### src/hdl/rau_pkg.sv
// ============================================================================
// rau_pkg
// shared constants, operation codes and controller/datapath command and status types
// ============================================================================
package rau_pkg;

    localparam int OPERAND_WIDTH_DEF = 16;
    localparam int KIND_W            = 3;
    localparam int NUM_W             = 16;
    localparam int DEN_W             = 15;
    localparam int RES_NUM_W         = 32;
    localparam int RES_DEN_W         = 31;

    localparam logic [KIND_W-1:0] K_ADD = 3'd0;
    localparam logic [KIND_W-1:0] K_SUB = 3'd1;
    localparam logic [KIND_W-1:0] K_MUL = 3'd2;
    localparam logic [KIND_W-1:0] K_DIV = 3'd3;
    localparam logic [KIND_W-1:0] K_CMP = 3'd4;

    typedef struct packed {
        logic load;
        logic prod;
        logic combine;
        logic gcd_step;
        logic div_init;
        logic div_step;
        logic finish;
    } t_cmd;

    typedef struct packed {
        logic is_arith;
        logic is_zero;
        logic gcd_done;
        logic div_done;
        logic div_second;
    } t_status;

endpackage

### src/hdl/rau_datapath.sv
// ============================================================================
// rau_datapath
// operand products, euclid remainder by shift-subtract, reduction by the gcd
// ============================================================================
module rau_datapath #(
    parameter int OPERAND_WIDTH = rau_pkg::OPERAND_WIDTH_DEF
) (
    input  logic                               i_clk,
    input  rau_pkg::t_cmd                      i_cmd,
    input  logic [rau_pkg::KIND_W-1:0]         i_kind,
    input  logic signed [rau_pkg::NUM_W-1:0]   i_a_num,
    input  logic [rau_pkg::DEN_W-1:0]          i_a_den,
    input  logic signed [rau_pkg::NUM_W-1:0]   i_b_num,
    input  logic [rau_pkg::DEN_W-1:0]          i_b_den,
    output rau_pkg::t_status                   o_status,
    output logic signed [rau_pkg::RES_NUM_W-1:0] o_res_num,
    output logic [rau_pkg::RES_DEN_W-1:0]      o_res_den,
    output logic                               o_less,
    output logic                               o_equal,
    output logic                               o_greater,
    output logic                               o_div_zero
);
    localparam int W  = OPERAND_WIDTH;
    localparam int PW = 2 * W + 1;
    localparam int CW = $clog2(PW + 1);

    logic [rau_pkg::KIND_W-1:0] r_kind;
    logic signed [W-1:0] r_an, r_bn;
    logic signed [W:0]   r_ad, r_bd;
    logic signed [PW-1:0] r_p1, r_p2, r_pd;
    logic [PW-1:0] r_un, r_ud, r_x, r_y, r_rem, r_q;
    logic [CW-1:0] r_cnt;
    logic r_neg, r_rem_busy, r_pass;

    logic signed [W-1:0] an_s, bn_s;
    logic [W-2:0] ad_m, bd_m;
    logic signed [PW-1:0] num_c, den_c;
    logic [PW-1:0] rem_sh, q_sh;

    assign an_s = W'(i_a_num);
    assign bn_s = W'(i_b_num);
    assign ad_m = (W-1)'(i_a_den);
    assign bd_m = (W-1)'(i_b_den);

    always_comb begin
        case (r_kind)
            rau_pkg::K_ADD: begin
                num_c = r_p1 + r_p2;
                den_c = r_pd;
            end
            rau_pkg::K_SUB: begin
                num_c = r_p1 - r_p2;
                den_c = r_pd;
            end
            default: begin
                num_c = r_p1;
                den_c = r_p2;
            end
        endcase
    end

    // euclid remainder r_x % r_y and reduction quotient share one restoring divider
    assign rem_sh = {r_rem[PW-2:0], r_q[PW-1]};
    assign q_sh   = {r_q[PW-2:0], 1'b0};

    always_ff @(posedge i_clk) begin
        if (i_cmd.load) begin
            r_kind <= i_kind;
            r_an   <= an_s;
            r_bn   <= bn_s;
            r_ad   <= (ad_m == '0) ? (W+1)'(1) : $signed({2'b00, ad_m});
            r_bd   <= (bd_m == '0) ? (W+1)'(1) : $signed({2'b00, bd_m});
        end
        if (i_cmd.prod) begin
            case (r_kind)
                rau_pkg::K_MUL: begin
                    r_p1 <= PW'(r_an * r_bn);
                    r_p2 <= PW'(r_ad * r_bd);
                end
                rau_pkg::K_DIV: begin
                    r_p1 <= PW'(r_an * r_bd);
                    r_p2 <= PW'(r_ad * r_bn);
                end
                default: begin
                    r_p1 <= PW'(r_an * r_bd);
                    r_p2 <= PW'(r_bn * r_ad);
                end
            endcase
            r_pd <= PW'(r_ad * r_bd);
        end
        if (i_cmd.combine) begin
            r_neg <= (num_c < 0) != (den_c < 0);
            r_un  <= (num_c < 0) ? PW'(-num_c) : PW'(num_c);
            r_ud  <= (den_c < 0) ? PW'(-den_c) : PW'(den_c);
            r_x   <= (num_c < 0) ? PW'(-num_c) : PW'(num_c);
            r_y   <= (den_c < 0) ? PW'(-den_c) : PW'(den_c);
            r_rem_busy <= 1'b0;
            r_pass <= 1'b0;
        end
        if (i_cmd.gcd_step) begin
            if (!r_rem_busy) begin
                r_rem <= '0;
                r_q   <= r_x;
                r_cnt <= CW'(PW);
                r_rem_busy <= 1'b1;
            end else if (r_cnt != '0) begin
                r_rem <= (rem_sh >= r_y) ? rem_sh - r_y : rem_sh;
                r_q   <= q_sh | PW'(rem_sh >= r_y);
                r_cnt <= r_cnt - 1'b1;
            end else begin
                r_x <= r_y;
                r_y <= r_rem;
                r_rem_busy <= 1'b0;
            end
        end
        if (i_cmd.div_init) begin
            r_rem <= '0;
            r_q   <= r_pass ? r_ud : r_un;
            r_cnt <= CW'(PW);
        end
        if (i_cmd.div_step) begin
            if (r_cnt != '0) begin
                r_rem <= (rem_sh >= r_x) ? rem_sh - r_x : rem_sh;
                r_q   <= q_sh | PW'(rem_sh >= r_x);
                r_cnt <= r_cnt - 1'b1;
            end else begin
                if (r_pass) r_ud <= r_q;
                else r_un <= r_q;
                r_pass <= ~r_pass;
            end
        end
        if (i_cmd.finish) begin
            o_res_num <= '0;
            o_res_den <= '0;
            o_less    <= 1'b0;
            o_equal   <= 1'b0;
            o_greater <= 1'b0;
            o_div_zero <= 1'b0;
            if (r_kind == rau_pkg::K_CMP) begin
                o_less    <= r_p1 < r_p2;
                o_equal   <= r_p1 == r_p2;
                o_greater <= r_p1 > r_p2;
            end else if (r_kind == rau_pkg::K_DIV && r_bn == '0) begin
                o_div_zero <= 1'b1;
            end else if (r_kind <= rau_pkg::K_DIV) begin
                if (r_un == '0) begin
                    o_res_den <= rau_pkg::RES_DEN_W'(1);
                end else begin
                    o_res_num <= r_neg ? rau_pkg::RES_NUM_W'(-r_un)
                                       : rau_pkg::RES_NUM_W'(r_un);
                    o_res_den <= rau_pkg::RES_DEN_W'(r_ud);
                end
            end
        end
    end

    assign o_status.is_arith   = (r_kind <= rau_pkg::K_DIV) &&
                                 !(r_kind == rau_pkg::K_DIV && r_bn == '0);
    assign o_status.is_zero    = (r_un == '0);
    assign o_status.gcd_done   = !r_rem_busy && (r_y == '0);
    assign o_status.div_done   = (r_cnt == '0);
    assign o_status.div_second = r_pass;
endmodule

### src/hdl/rau_ctrl.sv
// ============================================================================
// rau_ctrl
// sequencer for load, products, euclid loop and the two reducing divisions
// ============================================================================
module rau_ctrl (
    input  logic             i_clk,
    input  logic             i_rst_n,
    input  logic             i_start,
    input  rau_pkg::t_status i_status,
    output rau_pkg::t_cmd    o_cmd,
    output logic             o_busy,
    output logic             o_done
);
    typedef enum logic [7:0] {
        S_IDLE    = 8'b0000_0001,
        S_PROD    = 8'b0000_0010,
        S_COMBINE = 8'b0000_0100,
        S_GCD     = 8'b0000_1000,
        S_DINIT   = 8'b0001_0000,
        S_DSTEP   = 8'b0010_0000,
        S_FINISH  = 8'b0100_0000,
        S_OUT     = 8'b1000_0000
    } t_state;

    t_state r_state, n_state;

    always_comb begin
        n_state = r_state;
        o_cmd   = '0;
        case (r_state)
            S_IDLE: begin
                o_cmd.load = i_start;
                if (i_start) n_state = S_PROD;
            end
            S_PROD: begin
                o_cmd.prod = 1'b1;
                n_state = S_COMBINE;
            end
            S_COMBINE: begin
                o_cmd.combine = 1'b1;
                n_state = S_GCD;
            end
            S_GCD: begin
                if (!i_status.is_arith || i_status.is_zero) n_state = S_FINISH;
                else if (i_status.gcd_done) n_state = S_DINIT;
                else o_cmd.gcd_step = 1'b1;
            end
            S_DINIT: begin
                o_cmd.div_init = 1'b1;
                n_state = S_DSTEP;
            end
            S_DSTEP: begin
                o_cmd.div_step = 1'b1;
                if (i_status.div_done) begin
                    if (i_status.div_second) n_state = S_FINISH;
                    else n_state = S_DINIT;
                end
            end
            S_FINISH: begin
                o_cmd.finish = 1'b1;
                n_state = S_OUT;
            end
            S_OUT: n_state = S_IDLE;
            default: n_state = S_IDLE;
        endcase
    end

    always_ff @(posedge i_clk) begin
        if (!i_rst_n) r_state <= S_IDLE;
        else r_state <= n_state;
    end

    assign o_busy = (r_state != S_IDLE);
    assign o_done = (r_state == S_OUT);
endmodule

### src/hdl/rational_arithmetic_unit.sv
// ============================================================================
// rational_arithmetic_unit
// fraction add, subtract, multiply, divide and compare with gcd reduction
// ============================================================================
// usage: drive the operands and i_kind, raise start while busy is low;
// that edge accepts the transaction and busy rises. the result shows on
// o_res_* and the flags for exactly one cycle with o_valid high, then busy
// falls. the receiver cannot stall; results must be taken as they appear.
// compare, divide-by-zero, zero result and unused codes skip the euclid
// loop. other arithmetic runs euclid with a 33-step remainder unit for
// each euclid step, then two divisions by the gcd. one transaction at
// a time.
// reset (synchronous, active low) returns the sequencer to idle; no result
// is pending afterward.
// ============================================================================
module rational_arithmetic_unit #(
    parameter int OPERAND_WIDTH = rau_pkg::OPERAND_WIDTH_DEF
) (
    input  logic        i_clk,
    input  logic        i_rst_n,
    input  logic        start,
    output logic        busy,
    input  logic [2:0]  i_kind,
    input  logic signed [15:0] i_a_num,
    input  logic [14:0] i_a_den,
    input  logic signed [15:0] i_b_num,
    input  logic [14:0] i_b_den,
    output logic        o_valid,
    output logic signed [31:0] o_res_num,
    output logic [30:0] o_res_den,
    output logic        o_less,
    output logic        o_equal,
    output logic        o_greater,
    output logic        o_div_zero
);
    rau_pkg::t_cmd    cmd;
    rau_pkg::t_status status;

    rau_ctrl u_ctrl (
        .i_clk(i_clk), .i_rst_n(i_rst_n), .i_start(start), .i_status(status),
        .o_cmd(cmd), .o_busy(busy), .o_done(o_valid)
    );

    rau_datapath #(.OPERAND_WIDTH(OPERAND_WIDTH)) u_dp (
        .i_clk(i_clk), .i_cmd(cmd), .i_kind(i_kind),
        .i_a_num(i_a_num), .i_a_den(i_a_den),
        .i_b_num(i_b_num), .i_b_den(i_b_den),
        .o_status(status), .o_res_num(o_res_num), .o_res_den(o_res_den),
        .o_less(o_less), .o_equal(o_equal), .o_greater(o_greater),
        .o_div_zero(o_div_zero)
    );
endmodule

### config.mk
export PLATFORM = sky130hd
export DESIGN_NAME = rational_arithmetic_unit
export DESIGN_NICKNAME = d
export VERILOG_FILES = /design/src/hdl/rau_pkg.sv /design/src/hdl/rau_datapath.sv /design/src/hdl/rau_ctrl.sv /design/src/hdl/rational_arithmetic_unit.sv
export SDC_FILE = /design/constraint.sdc
export NUM_CORES = 2
export LEC_CHECK = 0
export ABC_AREA = 1
export BUFFER_PORTS_ARGS = -buffer_cell sky130_fd_sc_hd__buf_2
export CAP_MARGIN = 10
export CORE_MARGIN = 1.5
export CORE_UTILIZATION = 45
export DETAILED_ROUTE_END_ITERATION = 10
export GPL_TIMING_DRIVEN = 0
export PLACE_DENSITY = 0.59
export SLEW_MARGIN = 20
export SYNTH_ARGS = -nofsm -noshare
export SYNTH_HDL_FRONTEND = slang
export SYNTH_SLANG_ARGS = --single-unit
### constraint.sdc
create_clock -name i_clk -period 10 [get_ports i_clk]
set_clock_uncertainty 0.15 [all_clocks]
set_input_delay 0.5 -clock i_clk [delete_from_list [all_inputs] [get_ports i_clk]]
set_output_delay 0.5 -clock i_clk [all_outputs]
set_load 0.05 [all_outputs]
**Word-level counts from Yosys, hierarchy flattened**

Cells that the tools add are included.

- $add $sub $neg: 8
- $mul: 4
- $lt $le $gt $ge: 7
- Equal/unequal tests: 18
- Multiplexer cells: 68
- Bitwise operators: 4
- Reductions and logical operators: 19

Operators with widths:

| kind | number |
|---|---|
| 33-bit 2-to-1 mux | 36 |
| 33-bit subtractor | 3 |
| 16-bit by 16-bit multiplier with 32-bit output | 3 |
| 33-bit greater-or-equal comparator | 2 |
| 33-bit zero test | 2 |
| 33-bit by 1-bit less-than comparator with 1-bit output (second input constant) | 2 |
| 33-bit negator | 2 |
| 33-bit by 1-bit OR with 33-bit output | 2 |
| 33-bit case mux with 2 select lines | 1 |
| 8-bit case mux with 7 select lines | 1 |
| 6-bit 2-to-1 mux | 6 |
| 33-bit adder | 1 |
| 33-bit equality test | 1 |
| 33-bit > comparator | 1 |
| 33-bit less-than comparator | 1 |
| 32-bit 2-to-1 mux | 1 |
| 8-bit 2-to-1 mux | 4 |
| 32-bit negator | 1 |
| 15-bit zero test | 2 |
| 15-bit by 15-bit multiplier with 30-bit output | 1 |
| 1-bit 2-to-1 mux | 18 |
| 16-bit zero test | 1 |
| 8-bit by 1-bit equality test with 1-bit output (second input constant) | 1 |
| 8-bit by 2-bit equality test with 1-bit output (second input constant) | 1 |
| 27 further kinds | 34 |

- Register bits after elaboration: 446
- Input port bits: 68

**Depth between registers and ports, before layout**

- Depth in word-level cells: 12
- Mapped depth: 33
- Depth with buffers taken out: 32

**Modules after synthesis**

Synthesis repeated with hierarchy kept, for this count alone.

- Cell total of the unflattened synthesis: 8915
- Area, all modules: 66711.5 um2

Modules (own cells, without submodules):

| module | times used | cells each | area each (um2) |
|---|---|---|---|
| rau_datapath | 1 | 8829 | 66115.9 |
| rau_ctrl | 1 | 86 | 595.6 |

**Worst setup path after synthesis**

OpenSTA, ideal clock, no wires.

- Path kind: register -> register
- Start point: register u_ctrl.r_state[4]
- End point: register u_ctrl.r_state[4]
- Setup time: 0.086 ns
- Data arrival time: 10.713 ns
- Required time: 9.764 ns
- Slack: -0.948 ns
- Stages on the path, launching flop included: 10
- Path buffers: 0
- Cells stage by stage: dfxtp_1 > nor2_1 > inv_1 > nor2_1 > inv_1 > nor4_1 > inv_1 > nand4_1 > o41ai_1 > a211oi_1

- Word-level cells in the longest chain between the ends: 3
- Elaborated cells between the ends (all ways): 12
- Classes of those cells: eq/ne (10); mux (1); reduce/logical (1)

Ends and longest elaborated chain:

| what | line | RTL |
|---|---|---|
| start: declaration | rau_ctrl.sv:25 | `t_state r_state, n_state;` |
| start signal: assignment | rau_ctrl.sv:70 | `else r_state <= n_state;` |
| 8-bit by 4-bit equality test with 1-bit output, or another cell as far along | rau_ctrl.sv:30 | `case (r_state)` |
| 3-bit by 2-bit != test with 1-bit output (no source line) / 2-bit != test (equally long branches) | -- |  |
| 3-bit AND reduction (no source line) | -- |  |

Several ways; a longest one is shown, not always the timed one.
A chain may end at the register's enable or synchronous reset.

**Worst setup path after layout**

- Start point: register u_dp.r_bn[5]
- End point: register u_dp.r_p1[30] (data pin)

- Word-level cells in the longest chain between the ends: 2

Ends and longest elaborated chain:

| what | line | RTL |
|---|---|---|
| start: declaration | rau_datapath.sv:28 | `logic signed [W-1:0] r_an, r_bn;` |
| start signal: assignment | rau_datapath.sv:70 | `r_bn <= bn_s;` |
| 16-bit by 16-bit multiplier with 32-bit output | rau_datapath.sv:77 | `r_p1 <= PW'(r_an * r_bn);` |
| 33-bit 2-to-1 mux | -- |  |
| end signal: assignment | rau_datapath.sv:77 |  |
| end signal: assignment | rau_datapath.sv:81 | `r_p1 <= PW'(r_an * r_bd);` |
| end signal: assignment | rau_datapath.sv:85 | `r_p1 <= PW'(r_an * r_bd);` |
| end: declaration | rau_datapath.sv:30 | `logic signed [PW-1:0] r_p1, r_p2, r_pd;` |

No other way between the ends.

==> results_dict.tcl <==
set metrics [dict create \
    status "finished clean" \
    grt_overflow 0 \
    synth-seq-area-share 0.169 \
    post-cts-setup-buffer-count 0 \
    synthTopCellsByArea "fa_1 (26%), inv_1 (12%), nand2_1 (12%), edfxtp_1 (10%), ha_1 (9.8%)" \
    hold_viol 0 \
    antenna_found_initial 2 \
    ctsResizeCount 0 \
    syn-cell-area_sq_um 65800 \
    root_buffer "clkbuf_16" \
    gr-usage-all-layers 0.362 \
    ys.flop_type "edfxtp_1" \
    reg2reg_from "u_dp.r_bn[5]" \
    gp_congestion 1.04 \
    seqCellArea_sq_um 11100 \
    grt_pass1_wl_microns 392000 \
    die_area_sq_um 148000 \
    dp.final_hpwl_microns 225000 \
    grt_pass1_vias 60100 \
    cts_buffer_depth 3 \
    synthCells 8915 \
    cts_tree "yes" \
    drt_wl_total_microns 269000 \
    max_freq_mhz 126 \
    setup_violations 0 \
    clk_latency_ns 0.71 \
    cts_buffers 54 \
    post_synth.cell_area_avg_sq_um 7.38 \
    synth.distinct_cells 68 \
    grt_util_met1 0.450 \
    drive_above_1_share 0.0456 \
    grt_start_max_net_pins 24 \
    worstHoldStart "i_b_den[13]" \
    antenna_left 0 \
    path_class "flip-flop to flip-flop" \
    ys_async_sr_fraction 0 \
    grt_use_met2 0.579 \
    report.final.slew_viol_count 0 \
    hold_buffers 63 \
    grt_use_met3 0.0501 \
    fill_cells 14800 \
    synth-seq-cells 441 \
    rsz0062_at_grt "false" \
    port_buffers 136 \
    cts-htree-levels 2 \
    final_nets 10600 \
    tightest_slew_ns 1.25 \
    maxSlewHeadroom 0.169 \
    syn-num-nets 10400 \
    crit_start "u_dp.r_bn[5]" \
    antennaDiodeCount 0 \
    drc 0 \
    hold_class "primary input to flip-flop" \
    ioPinCount 137 \
    yosysTopAreaCell "fa_1" \
    synth_edf_count 227 \
    clk_pin_slew_worst_paths_ns 0.06 \
    start_util 0.452 \
    first_iter_violations 5739 \
    num_rows 140 \
    wl_per_cell_microns 24.1 \
    die_w_microns 385 \
    crit_path_end_kind "flip-flop" \
    start_kind "flip-flop" \
    die_height_microns 385 \
    dr_total_vias 60500 \
    core_area_sq_um 145000 \
    clkSinkCount 441 \
    synth_top_area_share 0.261 \
    synth_warnings 0 \
    min_period_ns 7.96 \
    crit_arrival_ns 8.25 \
    worstPathMaxFanout 10 \
    top_usage_layer "met2" \
    drt_pass1_iterations 6 \
    hold_slack_ns 0.0545 \
    cp.required_ns 10.29 \
    max_cap_violations 0 \
    multi_input_area_sq_um 45100 \
    via_per_inst 5.42 \
    area_delta_synth_final_pct 9.00 \
    period_share 0.796 \
]
-- stage by stage --
stage	util	cells	cell area [sq um]	setup slack [ns]	TNS [ns]
4_1_cts	0.493	11200	71700	2.18	0
2_1_floorplan	-	8915	65800	1.78	0
5_1_grt	0.493	11200	71700	1.85	0
3_3_place_gp	0.474	11000	68900	-0.580	-7.19
3_5_place_dp	0.476	11000	69100	2.16	0
6_report	0.493	11200	71700	2.04	0
-- synth_stat cells (23+ instances only) --
cell and number:
nand2_1 2106, fa_1 859, inv_1 2115, clkbuf_1 319, a31oi_1 94, nand3_1 363
o21ai_1 23, buf_2 48, a22oi_1 35, a21oi_1 449, nor3_1 77, o21bai_1 26
dfxtp_1 214, nor4_1 24, nand4_1 57, ha_1 515, o211ai_1 57, o221ai_1 32
o21ai_0 342, edfxtp_1 227, nor2_1 504, xor2_1 92, or2_2 32, xnor2_1 64
-- final cells by class --
type	instances	share of cell area
Buffer	395	0.0224
Tap cell	1917	0.0335
Clock buffer	68	0.0204
Clock inverter	33	0.00644
Sequential cell	441	0.155
Multi-Input combinational cell	5942	0.629
Timing Repair Buffer	222	0.0216
Inverter	2137	0.112
-- path summary, 6_finish.rpt --
check                                      to  slack, ns  cells after the start
worst max-delay path            u_dp.r_p1[30]       2.04                     22
worst max register to register  u_dp.r_p1[30]       2.04                     22
worst min-delay path            u_dp.r_bd[13]       0.05                      2
worst min register to register  u_dp.r_cnt[0]       0.34                      1
-- worst max-delay path, stage by stage (launching register included) --
cell	delay, ns
edfxtp_1	0.46
clkbuf_1	0.95
nand2_1	0.27
fa_1	0.59
inv_1	0.07
fa_1	0.89
fa_1	0.55
fa_1	0.48
fa_1	0.51
inv_1	0.05
fa_1	0.47
inv_1	0.04
ha_1	0.39
a21oi_1	0.31
inv_1	0.07
a31oi_1	0.25
nor3_1	0.08
a211oi_1	0.27
o211ai_1	0.28
a21oi_1	0.19
o21bai_1	0.08
o21ai_0	0.22
nand2_1	0.09
-- sequential cells by signal (all words and copies together), names as in the netlist, 3 cells and up --
register and flops:
u_dp.r_bn 16, u_dp.r_ad 15, u_dp.o_res_den 31, u_dp.o_res_num 32, u_dp.r_rem 33, u_dp.r_kind 3, u_dp.r_p2 32, u_dp.r_cnt 6
u_dp.r_p1 32, u_dp.r_an 16, u_dp.r_un 33, u_dp.r_bd 15, u_dp.r_ud 33, u_ctrl.r_state 8, u_dp.r_pd 30, u_dp.r_q 33
u_dp.r_y 33, u_dp.r_x 33
-- metal layers --
| layer | up-vias | routed length (microns) |
|---|---|---|
| met1 | 29200 | 106000 |
| li1 | 27800 | - |
| met5 | - | 13 |
| met4 | 2 | 23900 |
| met3 | 687 | 19600 |
| met2 | 2791 | 119000 |
-- layout by cell type, fill, tap and decap left out, types with 22 or more instances in the layout --
master / n
dlygate4sd3_1: 63
or2_2: 32
a21oi_1: 449
nor4_1: 22
clkbuf_1: 326
o211ai_1: 57
o21ai_1: 26
nand4_1: 57
dfxtp_1: 214
clkbuf_16: 55
xor2_1: 92
edfxtp_1: 227
ha_1: 515
nand2_1: 2106
a22oi_1: 35
xnor2_1: 64
fa_1: 859
nor2_1: 503
nor3_1: 76
inv_1: 2115
o21bai_1: 26
a31oi_1: 94
o221ai_1: 32
buf_2: 192
o21ai_0: 339
nand3_1: 363
-- cell families (layout without fill, tap and decap cells) --
family | count (synthesis) | count (layout) | share of synthesized area
muxes | 1 | 1 | 0.000171
and+or+nand+nor | 3242 | 3242 | 0.202
buffers and inverters | 2532 | 2855 | 0.146
adders and majority gates | 1374 | 1374 | 0.359
xor gates and xnor gates | 156 | 156 | 0.0208
DFF | 441 | 441 | 0.169
AOI/OAI and AO/OA | 1169 | 1169 | 0.102
Power is left out: the tool's default activity adds up to more than one toggle a clock period on the data nets, which glitch-free logic cannot reach.
